[src/rtl/core/software_timer_table_top_assert.svh]
// Assertion macros shared by the timer table modules.
// Each expects clk_i and rst_ni in scope.
`ifndef SOFTWARE_TIMER_TABLE_TOP_ASSERT_SVH
`define SOFTWARE_TIMER_TABLE_TOP_ASSERT_SVH

// plain property, checked every clock outside reset
`define STT_ASSERT(lbl, prop, msg) \
  lbl: assert property (@(posedge clk_i) disable iff (!rst_ni) (prop)) else $error(msg);

// same-cycle implication
`define STT_ASSERT_IMP(lbl, ante, cons, msg) \
  lbl: assert property (@(posedge clk_i) disable iff (!rst_ni) (ante) |-> (cons)) \
    else $error(msg);

// next-cycle implication
`define STT_ASSERT_NXT(lbl, ante, cons, msg) \
  lbl: assert property (@(posedge clk_i) disable iff (!rst_ni) (ante) |=> (cons)) \
    else $error(msg);

`endif

[src/rtl/core/stt_pkg.sv]
package stt_pkg;

  localparam int SLOTS     = 16;
  localparam int TIME_BITS = 32;

  // fixed field widths of the ports
  localparam int KIND_W  = 2;
  localparam int SLOT_W  = 4;
  localparam int FIELD_W = 32;

  localparam int SLOT_IW = (SLOTS > 1) ? $clog2(SLOTS) : 1;

  localparam int CMDQ_DEPTH = 2;
  localparam int CMDQ_AW    = $clog2(CMDQ_DEPTH);
  localparam int CMDQ_CW    = $clog2(CMDQ_DEPTH + 1);

  localparam int OUTQ_DEPTH = 4;
  localparam int OUTQ_AW    = $clog2(OUTQ_DEPTH);
  localparam int OUTQ_CW    = $clog2(OUTQ_DEPTH + 1);

  localparam logic [KIND_W-1:0] KIND_START = 2'd0;
  localparam logic [KIND_W-1:0] KIND_STOP  = 2'd1;
  localparam logic [KIND_W-1:0] KIND_TICK  = 2'd2;

  typedef enum logic [1:0] {
    OP_NOP,
    OP_START,
    OP_STOP,
    OP_TICK
  } op_e;

  typedef struct packed {
    op_e                  op;
    logic [SLOT_IW-1:0]   slot;
    logic [TIME_BITS-1:0] deadline;
    logic [TIME_BITS-1:0] period;
    logic                 periodic;
    logic [TIME_BITS-1:0] now;
  } cmd_t;

  typedef struct packed {
    logic               fired;
    logic [SLOT_W-1:0]  fired_slot;
    logic               next_valid;
    logic [FIELD_W-1:0] next_due;
    logic               last;
  } res_t;

endpackage

[src/rtl/core/software_timer_table_top.sv]
// Timer slot table. Start, stop and tick transactions enter through a queue
// style port (push/full); results leave through a queue style port
// (empty/pop), with the oldest result on fired_o..last_o while empty is low.
// A start arms a slot with deadline, period and periodic mark; a stop disarms
// it. A tick visits slots 0..15 in order and emits one fired result for each
// active slot whose deadline is at or below now_i; periodic slots reload to
// now + period, one-shot slots disarm. Every transaction ends with one result
// carrying last_o = 1 and the earliest active deadline (next_valid_o = 0 if
// no slot is armed).
// Timing: a transaction passes through the executor as a dispatch step, a scan
// of the slots at one slot per cycle while the result queue has room, and a
// final result. The first result passes the command queue, the dispatch and
// the result queue before it is visible. A two-entry command queue in front
// lets the next transaction be pushed while one is executing.
// Stall: if the result queue fills, the scan waits on the slot that fires
// until the receiver pops. Reset clears all active and periodic marks and
// empties both queues; deadline and period stores need no clearing.
module software_timer_table_top import stt_pkg::*; (
  input  logic               clk_i,
  input  logic               rst_ni,
  input  logic               push,
  output logic               full,
  input  logic [KIND_W-1:0]  kind_i,
  input  logic [SLOT_W-1:0]  slot_i,
  input  logic [FIELD_W-1:0] deadline_i,
  input  logic [FIELD_W-1:0] period_i,
  input  logic               periodic_i,
  input  logic [FIELD_W-1:0] now_i,
  output logic               empty,
  input  logic               pop,
  output logic               fired_o,
  output logic [SLOT_W-1:0]  fired_slot_o,
  output logic               next_valid_o,
  output logic [FIELD_W-1:0] next_due_o,
  output logic               last_o
);

  cmd_t cmd;
  logic cmd_valid, cmd_take;
  res_t res_in, res_out;
  logic res_push, res_full;

  // front: classify and buffer incoming transactions
  stt_front u_front (
    .clk_i       (clk_i),
    .rst_ni      (rst_ni),
    .push        (push),
    .full        (full),
    .kind_i      (kind_i),
    .slot_i      (slot_i),
    .deadline_i  (deadline_i),
    .period_i    (period_i),
    .periodic_i  (periodic_i),
    .now_i       (now_i),
    .cmd_valid_o (cmd_valid),
    .cmd_o       (cmd),
    .cmd_take_i  (cmd_take)
  );

  // back: slot table and scan sequencer
  stt_exec u_exec (
    .clk_i       (clk_i),
    .rst_ni      (rst_ni),
    .cmd_valid_i (cmd_valid),
    .cmd_i       (cmd),
    .cmd_take_o  (cmd_take),
    .res_push_o  (res_push),
    .res_o       (res_in),
    .res_full_i  (res_full)
  );

  // result queue toward the receiver
  stt_outq u_outq (
    .clk_i      (clk_i),
    .rst_ni     (rst_ni),
    .res_push_i (res_push),
    .res_i      (res_in),
    .res_full_o (res_full),
    .empty      (empty),
    .pop        (pop),
    .res_o      (res_out)
  );

  assign fired_o      = res_out.fired;
  assign fired_slot_o = res_out.fired_slot;
  assign next_valid_o = res_out.next_valid;
  assign next_due_o   = res_out.next_due;
  assign last_o       = res_out.last;

endmodule

[src/rtl/core/stt_front.sv]
module stt_front import stt_pkg::*; (
  input  logic                clk_i,
  input  logic                rst_ni,
  input  logic                push,
  output logic                full,
  input  logic [KIND_W-1:0]   kind_i,
  input  logic [SLOT_W-1:0]   slot_i,
  input  logic [FIELD_W-1:0]  deadline_i,
  input  logic [FIELD_W-1:0]  period_i,
  input  logic                periodic_i,
  input  logic [FIELD_W-1:0]  now_i,
  output logic                cmd_valid_o,
  output cmd_t                cmd_o,
  input  logic                cmd_take_i
);

  cmd_t                 mem_q [CMDQ_DEPTH];
  logic [CMDQ_AW-1:0]   wr_ptr_q, rd_ptr_q;
  logic [CMDQ_CW-1:0]   cnt_q;
  cmd_t                 cmd_in;
  logic                 in_range;
  logic                 do_push, do_pop;

  // start/stop on a slot past the table end do nothing
  assign in_range = int'(slot_i) < SLOTS;

  always_comb begin
    cmd_in.slot     = SLOT_IW'(slot_i);
    cmd_in.deadline = TIME_BITS'(deadline_i);
    cmd_in.period   = TIME_BITS'(period_i);
    cmd_in.periodic = periodic_i;
    cmd_in.now      = TIME_BITS'(now_i);
    case (kind_i)
      KIND_START: cmd_in.op = in_range ? OP_START : OP_NOP;
      KIND_STOP:  cmd_in.op = in_range ? OP_STOP : OP_NOP;
      KIND_TICK:  cmd_in.op = OP_TICK;
      default:    cmd_in.op = OP_NOP;
    endcase
  end

  assign full        = cnt_q == CMDQ_CW'(CMDQ_DEPTH);
  assign cmd_valid_o = cnt_q != '0;
  assign cmd_o       = mem_q[rd_ptr_q];
  assign do_push     = push && !full;
  assign do_pop      = cmd_take_i && cmd_valid_o;

  always_ff @(posedge clk_i) begin
    if (do_push) begin
      mem_q[wr_ptr_q] <= cmd_in;
    end
  end

  always_ff @(posedge clk_i or negedge rst_ni) begin
    if (!rst_ni) begin
      wr_ptr_q <= '0;
      rd_ptr_q <= '0;
      cnt_q    <= '0;
    end else begin
      if (do_push) begin
        wr_ptr_q <= wr_ptr_q + CMDQ_AW'(1);
      end
      if (do_pop) begin
        rd_ptr_q <= rd_ptr_q + CMDQ_AW'(1);
      end
      case ({do_push, do_pop})
        2'b10:   cnt_q <= cnt_q + CMDQ_CW'(1);
        2'b01:   cnt_q <= cnt_q - CMDQ_CW'(1);
        default: cnt_q <= cnt_q;
      endcase
    end
  end

endmodule

[src/rtl/core/stt_exec.sv]
module stt_exec import stt_pkg::*; (
  input  logic  clk_i,
  input  logic  rst_ni,
  input  logic  cmd_valid_i,
  input  cmd_t  cmd_i,
  output logic  cmd_take_o,
  output logic  res_push_o,
  output res_t  res_o,
  input  logic  res_full_i
);

  `include "software_timer_table_top_assert.svh"

  typedef enum logic [2:0] {
    ST_IDLE  = 3'b001,
    ST_SCAN  = 3'b010,
    ST_FINAL = 3'b100
  } state_e;

  state_e               state_q, state_d;
  logic [SLOT_IW-1:0]   idx_q, idx_d;
  cmd_t                 cur_q;
  logic                 any_q, any_d;
  logic [TIME_BITS-1:0] best_q, best_d;

  logic                 active_q   [SLOTS];
  logic                 periodic_q [SLOTS];
  logic [TIME_BITS-1:0] dl_q       [SLOTS];
  logic [TIME_BITS-1:0] per_q      [SLOTS];

  logic                 act, per_mark, hit, fire, step, last_idx, eff_act, take_min;
  logic [TIME_BITS-1:0] dl, reload, eff_dl;

  assign act      = active_q[idx_q];
  assign per_mark = periodic_q[idx_q];
  assign dl       = dl_q[idx_q];
  assign reload   = cur_q.now + per_q[idx_q];
  assign hit      = (state_q == ST_SCAN) && (cur_q.op == OP_TICK) && act && (cur_q.now >= dl);
  assign fire     = hit && !res_full_i;
  assign step     = (state_q == ST_SCAN) && !(hit && res_full_i);
  assign last_idx = idx_q == SLOT_IW'(SLOTS - 1);
  // slot state as it stands after this visit
  assign eff_act  = act && !(hit && !per_mark);
  assign eff_dl   = (hit && per_mark) ? reload : dl;
  assign take_min = eff_act && (!any_q || (eff_dl < best_q));

  assign cmd_take_o = (state_q == ST_IDLE) && cmd_valid_i;
  assign res_push_o = fire || ((state_q == ST_FINAL) && !res_full_i);

  always_comb begin
    res_o = '0;
    if (state_q == ST_FINAL) begin
      res_o.next_valid = any_q;
      res_o.next_due   = any_q ? FIELD_W'(best_q) : '0;
      res_o.last       = 1'b1;
    end else begin
      res_o.fired      = 1'b1;
      res_o.fired_slot = SLOT_W'(idx_q);
    end
  end

  always_comb begin
    state_d = state_q;
    idx_d   = idx_q;
    any_d   = any_q;
    best_d  = best_q;
    case (state_q)
      ST_IDLE: begin
        if (cmd_valid_i) begin
          state_d = ST_SCAN;
          idx_d   = '0;
          any_d   = 1'b0;
        end
      end
      ST_SCAN: begin
        if (step) begin
          if (take_min) begin
            any_d  = 1'b1;
            best_d = eff_dl;
          end
          if (last_idx) begin
            state_d = ST_FINAL;
          end else begin
            idx_d = idx_q + SLOT_IW'(1);
          end
        end
      end
      ST_FINAL: begin
        if (!res_full_i) begin
          state_d = ST_IDLE;
        end
      end
      default: state_d = ST_IDLE;
    endcase
  end

  always_ff @(posedge clk_i or negedge rst_ni) begin
    if (!rst_ni) begin
      state_q <= ST_IDLE;
      idx_q   <= '0;
      any_q   <= 1'b0;
      best_q  <= '0;
    end else begin
      state_q <= state_d;
      idx_q   <= idx_d;
      any_q   <= any_d;
      best_q  <= best_d;
    end
  end

  always_ff @(posedge clk_i) begin
    if (cmd_take_o) begin
      cur_q <= cmd_i;
    end
  end

  // marks: cleared at reset
  always_ff @(posedge clk_i or negedge rst_ni) begin
    if (!rst_ni) begin
      for (int i = 0; i < SLOTS; i++) begin
        active_q[i]   <= 1'b0;
        periodic_q[i] <= 1'b0;
      end
    end else begin
      if (cmd_take_o && cmd_i.op == OP_START) begin
        active_q[cmd_i.slot]   <= 1'b1;
        periodic_q[cmd_i.slot] <= cmd_i.periodic;
      end else if (cmd_take_o && cmd_i.op == OP_STOP) begin
        active_q[cmd_i.slot] <= 1'b0;
      end else if (fire && !per_mark) begin
        active_q[idx_q] <= 1'b0;
      end
    end
  end

  // deadline and period stores: only read behind an active mark
  always_ff @(posedge clk_i) begin
    if (cmd_take_o && cmd_i.op == OP_START) begin
      dl_q[cmd_i.slot]  <= cmd_i.deadline;
      per_q[cmd_i.slot] <= cmd_i.period;
    end else if (fire && per_mark) begin
      dl_q[idx_q] <= reload;
    end
  end

  `STT_ASSERT_IMP(a_no_push_full, res_push_o, !res_full_i, "result pushed into full queue")
  `STT_ASSERT_IMP(a_take_idle, cmd_take_o, state_q == ST_IDLE, "command taken while busy")
  `STT_ASSERT_NXT(a_final_done, (state_q == ST_FINAL) && res_push_o, state_q == ST_IDLE,
                  "final result did not end the transaction")

endmodule

[src/rtl/core/stt_outq.sv]
module stt_outq import stt_pkg::*; (
  input  logic  clk_i,
  input  logic  rst_ni,
  input  logic  res_push_i,
  input  res_t  res_i,
  output logic  res_full_o,
  output logic  empty,
  input  logic  pop,
  output res_t  res_o
);

  `include "software_timer_table_top_assert.svh"

  res_t               mem_q [OUTQ_DEPTH];
  logic [OUTQ_AW-1:0] wr_ptr_q, rd_ptr_q;
  logic [OUTQ_CW-1:0] cnt_q;
  logic               do_push, do_pop;

  assign res_full_o = cnt_q == OUTQ_CW'(OUTQ_DEPTH);
  assign empty      = cnt_q == '0;
  assign res_o      = mem_q[rd_ptr_q];
  assign do_push    = res_push_i && !res_full_o;
  assign do_pop     = pop && !empty;

  always_ff @(posedge clk_i) begin
    if (do_push) begin
      mem_q[wr_ptr_q] <= res_i;
    end
  end

  always_ff @(posedge clk_i or negedge rst_ni) begin
    if (!rst_ni) begin
      wr_ptr_q <= '0;
      rd_ptr_q <= '0;
      cnt_q    <= '0;
    end else begin
      if (do_push) begin
        wr_ptr_q <= wr_ptr_q + OUTQ_AW'(1);
      end
      if (do_pop) begin
        rd_ptr_q <= rd_ptr_q + OUTQ_AW'(1);
      end
      case ({do_push, do_pop})
        2'b10:   cnt_q <= cnt_q + OUTQ_CW'(1);
        2'b01:   cnt_q <= cnt_q - OUTQ_CW'(1);
        default: cnt_q <= cnt_q;
      endcase
    end
  end

  `STT_ASSERT(a_cnt_bound, cnt_q <= OUTQ_CW'(OUTQ_DEPTH), "result queue count overflow")

endmodule
[config.mk]
export PLATFORM = sky130hd
export DESIGN_NAME = software_timer_table_top
export DESIGN_NICKNAME = d
export VERILOG_FILES = /design/src/rtl/core/stt_pkg.sv /design/src/rtl/core/software_timer_table_top.sv /design/src/rtl/core/stt_front.sv /design/src/rtl/core/stt_exec.sv /design/src/rtl/core/stt_outq.sv
export VERILOG_INCLUDE_DIRS = /design/src /design/src/rtl/core
export SDC_FILE = /design/constraint.sdc
export NUM_CORES = 2
export LEC_CHECK = 0
export BUFFER_PORTS_ARGS = -buffer_cell sky130_fd_sc_hd__buf_4
export CAP_MARGIN = 30
export CELL_PAD_IN_SITES_DETAIL_PLACEMENT = 1
export CELL_PAD_IN_SITES_GLOBAL_PLACEMENT = 1
export CORE_MARGIN = 1
export CORE_UTILIZATION = 40
export DETAILED_ROUTE_END_ITERATION = 6
export PLACE_DENSITY_LB_ADDON = 0.3
export SLEW_MARGIN = 0
export SYNTH_ARGS = -nofsm -noshare
export SYNTH_HDL_FRONTEND = slang
export SYNTH_SLANG_ARGS = --single-unit
[constraint.sdc]
create_clock -name clk_i -period 6.9 [get_ports clk_i]
set_input_delay 0.345 -clock clk_i [delete_from_list [all_inputs] [get_ports clk_i]]
set_output_delay 0.345 -clock clk_i [all_outputs]
set_load 0.005 [all_outputs]
# --- After elaboration in Yosys (flattened, before gate mapping) ---
# Memories as Yosys holds them, arrays and structs flattened.
# Cells that the tools add are included.
word_totals:
  out_inout_bits: 41
  ff_bits: 117
  ram_bits: 1386
  word_cells: 181
  n_memories: 4
classes:
  addsub: 10
  bitwise_logic: 7
  order_cmp: 6
  reduce_logical: 43
  eq_ne: 21
  muxes: 46
mem_list:
  columns: ["memory", "depth", "width", "rd", "rd_ports_with_merged_regs", "wr", "line_no", "source"]
  rows:
  - ["u_exec.dl_q", 16, 32, 1, 0, 1, "stt_exec.sv:28", "logic [TIME_BITS-1:0] dl_q [SLOTS];"]
  - ["u_exec.per_q", 16, 32, 1, 0, 1, "stt_exec.sv:29", "logic [TIME_BITS-1:0] per_q [SLOTS];"]
  - ["u_front.mem_q", 2, 103, 1, 0, 1, "stt_front.sv:17", "cmd_t mem_q [CMDQ_DEPTH];"]
  - ["u_outq.mem_q", 4, 39, 1, 0, 1, "stt_outq.sv:14", "res_t mem_q [OUTQ_DEPTH];"]
ops:
  columns: ["cell", "count"]
  rows:
  - ["two-way mux 32 bit", 3]
  - ["two-way mux 16 bit", 3]
  - ["two-way mux 34 bit", 1]
  - ["adder 32 bit", 1]
  - ["bitwise AND 16 bit", 2]
  - ["greater-or-equal comparator 32 bit", 1]
  - ["< comparator 32 bit", 1]
  - ["inverter 16 bit", 2]
  - ["OR reduction 32 bit", 1]
  - ["logical AND 1 bit", 22]
  - ["two-way mux 1 bit", 19]
  - ["bitwise mux 16 bit", 1]
  - ["two-way mux 4 bit", 4]
  - ["OR 16 bit", 1]
  - ["== test 2 bit, second input constant", 6]
  - ["two-way mux 3 bit", 4]
  - ["AND reduction 4 bit", 3]
  - ["greater-or-equal comparator 5 bit, second input constant", 2]
  - ["< comparator 5 x 1 -> 1 bit, second input constant", 2]
  - ["inverter 4 -> 5 bit", 2]
  - ["one-hot mux 3 bit (3 select lines)", 1]
  - ["binary-select mux 1 bit (select 4 bit)", 2]
  - ["demux 1 bit (select 4 bit)", 2]
  - ["== test 2 x 1 -> 1 bit, second input constant", 4]
  - ["other kinds (25)", 43]

# --- Logic depth before layout (Yosys ltp) ---
logic_depth:
  depth_word: 14
  mapped_depth: 29

# --- Hierarchy ---
# A second synthesis with hierarchy kept.
unflattened:
  hier_cells: 2938
  area_unflattened_um2: 61077.3
by_module_without_submodules:
  columns: ["mod", "area_each_um2", "n_inst", "seq_area_each_um2", "cells_per_inst"]
  rows:
  - ["stt_exec", 47043.9, 1, 33573.4, 2351]
  - ["stt_front", 7933.9, 1, 6286.0, 346]
  - ["stt_outq", 6099.6, 1, 4859.7, 241]

# --- Worst setup path after synthesis ---
# Ideal clock, no wire load.
synth_path:
  path_type: "register to register"
  from: "register u_exec.idx_q[0]"
  to: "register u_exec.best_q[10]"
  path_stages_with_launch: 30
  required_ps: 6775
  setup_ps: 125
  arrival_ps: 7122
  path_buffers: 8
  setup_slack_ps: -347
  cell_sequence: "dfrtp_1 > buf_6 > buf_12 > buf_2 > buf_4 > buf_4 > clkbuf_1 > buf_2 > mux4_2 > mux4_2 > ha_1 > fa_1 > a211o_1 > a21oi_1 > a2111oi_0 > o31ai_1 > a21oi_1 > o21a_1 > o311a_1 > o21ai_1 > ha_1 > nand4_1 > nor2_1 > a21oi_1 > nor2_1 > nor4_1 > o211ai_2 > nor2_8 > buf_12 > mux2_4"
synth_between:
  elab_chain_len: 12
synth_lines:
  columns: ["element", "line_no", "source"]
  rows:
  - ["from (decl)", "stt_exec.sv:21", "logic [SLOT_IW-1:0] idx_q, idx_d;"]
  - ["from (signal assigned)", "stt_exec.sv:105", "idx_q <= idx_d;"]
  - ["parallel branches: the longest is 7 deep, another holds memory read (16 x 32 bit)", null, null]
  - ["two-way mux 32 bit *", "stt_exec.sv:44", "assign eff_dl = (hit && per_mark) ? reload : dl;"]
  - ["via u_exec.eff_dl[30]", "stt_exec.sv:32", "logic [TIME_BITS-1:0] dl, reload, eff_dl;"]
  - ["< comparator 32 bit *", "stt_exec.sv:45", "assign take_min = eff_act && (!any_q || (eff_dl < best_q));"]
  - ["logical OR 1 bit *", "stt_exec.sv:45", null]
  - ["logical AND 1 bit *", "stt_exec.sv:45", null]
  - ["AND reduction 3 bit (no line) *", null, null]
  - ["to (signal assigned)", "stt_exec.sv:107", "best_q <= best_d;"]
  - ["to (decl)", "stt_exec.sv:24", "logic [TIME_BITS-1:0] best_q, best_d;"]
# Mark *: on every way through the listed nets, which the timed path passes. The select of a mux whose other input is x is not followed.
# A chain may end at the register's enable or synchronous reset.

# --- Final worst setup path ---
layout_path:
  from: "register u_exec.idx_q[0]"
  to: "register u_exec.best_q[21]"
# The elaborated chain is that of the path after synthesis.

==> impl_metrics.toml <==
[synthesis]
async_reset_ff_share_pct = 5.52
syn_inst = 3027
synth_area_leaders = "edfxtp_1, mux4_2, dfrtp_1"
synth_ff_type = "edfxtp_1"
avgSynthCellArea_um2 = 20.2
ys_ff_latch = 1503
syn-num-nets = 3243
yosysSeqAreaShare_pct = 73.3
netlist_area_um2 = 61000
synth.distinct_cells = 79
synth.top_cells.by_count = "edfxtp_1, mux4_2, mux2_2, nand2_1, ha_1"
synth-edff-count = 1420
synth_warnings = 0
synth.largest_area_cell = "edfxtp_1"
yosysMostFrequentCell = "edfxtp_1"
netlist.area_leader.share_pct = 69.9

[floorplanning]
fp-row-count = 142
io_pins = 148
start_util_pct = 40.5
core_um2 = 151000
die_w_um = 393
dieHeight_um = 393
dieArea_um2 = 154000

[power]
seq_power_share_pct = 43.5
powerDensity_nw_per_um2 = 381
leakage_uw = 0.0245
power.total_uw = 27600
switchingPower_uw = 8490
ir_drop_v = 0.000268
switching_share_pct = 30.7
pwr-share-clk_pct = 30.0
p_int_uw = 19200
p_comb_share_pct = 26.5

[cells_and_area]
final_layout_size_suffix_gt1_share_pct = 31.2
nNetsFinal = 3721
area_growth_pct = 19.0
fin_util_pct = 48.2
fill_cells = 13900

[clocking]
cts_root_buffer = "clkbuf_16"
cts-buffers-inserted = 158
clock_sinks = 1503
clk_path_buf_depth = 3
cts_tree = "yes"
clkLatencyLatePin_ns = 0.82
h-tree-depth = 4
clkTransAtPathRegs_ns = 0.06

[setup_path]
max_stage_delay_ns = 0.56
critPathLaunchType = "flip-flop"
rr_worst_depth = 24
critical_path_buf_inv_count = 6
path_depth = 24
crit_family = "compound AO/OA/AOI/OAI gates"
crit_path_cell_trace = "buf_12 -> buf_12 -> buf_4 -> mux4_2 -> mux4_2 -> ha_1 -> inv_1 -> nor2_1 -> and3_1 -> a221oi_1 -> buf_4 -> a21oi_4 -> o21a_1 -> o311a_1 -> o21ai_2 -> ha_1 -> o21a_1 -> o211ai_1 -> a21oi_1 -> nor4_2 -> o211ai_2 -> nor2_8 -> buf_12 -> mux2_4"
crit_path_end_kind = "flip-flop"
crit_top_cell = "buf_12"
cp_slowest_cell = "mux4_2"
cp.arrival_ns = 7.35
cp_max_fo = 19
required_ns = 7.58
path_class = "flip-flop to flip-flop"

[timing]
final_max_slew_viol_count = 0
slew_headroom_pct = 30.3
timing.final.hold_violations = 0
setup_ws_ns = 0.232
period_needed_ns = 6.67
rsz0062_at_grt = "false"
finalClockSkew_ns = 0.0385
finalSetupViolations = 0
worst_pin_slew_ns = 1.04
clock.fmax_mhz = 150
min_period_over_period_pct = 96.6
finalSetupTns_ns = 0

[run_status]
outcome = "completed"

[route]
drt_iter0_drc = 2812
first_pass_iters = 5
wl_mm = 160
final_antenna_net_count = 0
drc_errors = 0
drt-vias-per-instance = 5.55
post_drt_wl_per_cell_um = 28.3
vias = 31300

[placed_design]
gp_congestion = 0.909
hpwl_mm = 101
io_buffer_count = 147
post-place-ws_ns = -0.0268

[grt]
grt_first_pass_wirelength_mm = 230
grt_max_degree = 65
grt_antenna_before_repair = 1
grt.total_usage_pct = 20.9
grt-ovfl-total = 0
grt_pass1_vias = 32700

[min_path]
min_path_cells = 2
hp-class = "primary input to flip-flop"

[job]
drv_cap = 0
registers in the layout, summed over array words and instances (netlist names):
register / count
u_exec.cur_q: 34
u_exec.best_q: 32
u_exec.state_q: 3
u_front.wr_ptr_q: 1
u_outq.wr_ptr_q: 2
u_front.cnt_q: 2
u_exec.dl_q: 512
u_exec.per_q: 512
u_outq.mem_q: 156
u_outq.rd_ptr_q: 2
u_exec.idx_q: 4
u_front.mem_q: 206
u_exec.any_q: 1
u_outq.cnt_q: 3
u_exec.active_q: 16
u_front.rd_ptr_q: 1
u_exec.periodic_q: 16
layout make-up:
cell class                      instances  area [um^2]  area share, %
Sequential cell                      1503        44700           61.6
Multi-Input combinational cell       1294        15600           21.5
Timing Repair Buffer                  445         4330           5.96
Clock buffer                          195         4140           5.69
Tap cell                             2016         2520           3.47
Clock inverter                         85          883           1.22
Inverter                              103          387          0.532
Antenna cell                            3         7.51         0.0103
path summary, 6_finish.rpt:
kind                                                  end                            from  slack, ns
max                         u_exec.best_q[21]$_DFFE_PN0P_     u_exec.idx_q[0]$_DFFE_PN0P_       0.23
min                         u_front.mem_q[1][4]$_DFFE_PP_                        now_i[4]       0.26
max reg2reg                 u_exec.best_q[21]$_DFFE_PN0P_     u_exec.idx_q[0]$_DFFE_PN0P_       0.23
min reg2reg                u_outq.rd_ptr_q[1]$_DFFE_PN0P_  u_outq.rd_ptr_q[1]$_DFFE_PN0P_       0.47
max in group asynchronous     u_exec.idx_q[0]$_DFFE_PN0P_                          rst_ni       5.77
min in group asynchronous    u_exec.best_q[0]$_DFFE_PN0P_                          rst_ni       0.38
cells in the final DEF, fill, tap and decap left out, drive strengths merged, types with 22 or more instances in the layout:
master	synthesis	routed
clkinv	5	61
nor2	77	77
o21ai	89	89
inv	98	109
clkbuf	75	199
mux4	366	366
ha	107	107
mux2	144	144
a21oi	51	51
dlygate4sd3	0	108
and3	43	43
buf	52	333
dfrtp	82	82
nand2	109	109
edfxtp	1420	1420
xnor2	22	22
a31oi	22	22
routing by layer:
layer | GRT usage [%] | wire length (um) | up-vias
met4 | 5.95 | 4060 | 0
met1 | 29.4 | 70500 | 16700
li1 | - | - | 13400
met5 | 0 | 0 | -
met2 | 33.2 | 76200 | 944
met3 | 3.80 | 9140 | 228
power groups by stage:
stage | clock network, uW | registers (uW) | logic, uW
CTS | 8460 | 12000 | 7260
global route | 8750 | 12100 | 7890
finish | 8290 | 12000 | 7340
global placement | 0 | 12200 | 7000
floorplan | 0 | 12000 | 4350
detailed placement | 0 | 12200 | 7160
repair_timing:
action / 4_1_cts / 5_1_grt
pin swaps: 0 / 4
gates resized for setup: 2 / 27
hold endpoints to repair: 229 / 0
hold buffers: 108 / 0
cloned: 0 / 4
endpoints found under the setup margin: 11 / 32
setup buffers: 0 / 13
metrics by stage:
| step | hold WS (ns) | cell area [um^2] | instances |
|---|---|---|---|
| 6_report | 0.264 | 72600 | 5644 |
| 5_1_grt | 0.234 | 72600 | 5641 |
| 4_1_cts | 0.186 | 72200 | 5620 |
| 3_5_place_dp | 0.260 | 66100 | 5232 |
| 3_3_place_gp | 0.263 | 66000 | 5225 |
| 2_1_floorplan | 0.0494 | 61100 | 3027 |
kinds of logic after synthesis:
logic type	after synthesis	synth area share (%)
fa+ha+maj	109	2.26
mux	522	16.6
simple gates	344	2.78
xor+xnor	34	0.488
flops	1503	73.3
compound gates	285	3.04
buf+inv	230	1.60
worst reg2reg max path, delay by kind of cell (launching register included):
family / cells / cell delay, ns
simple gates: 4 / 0.81
fa+ha+maj: 2 / 0.74
compound gates: 9 / 1.85
buf+inv: 6 / 1.26
mux: 3 / 1.41
flops: 1 / 0.50
(Power assumes the default switching activity.)
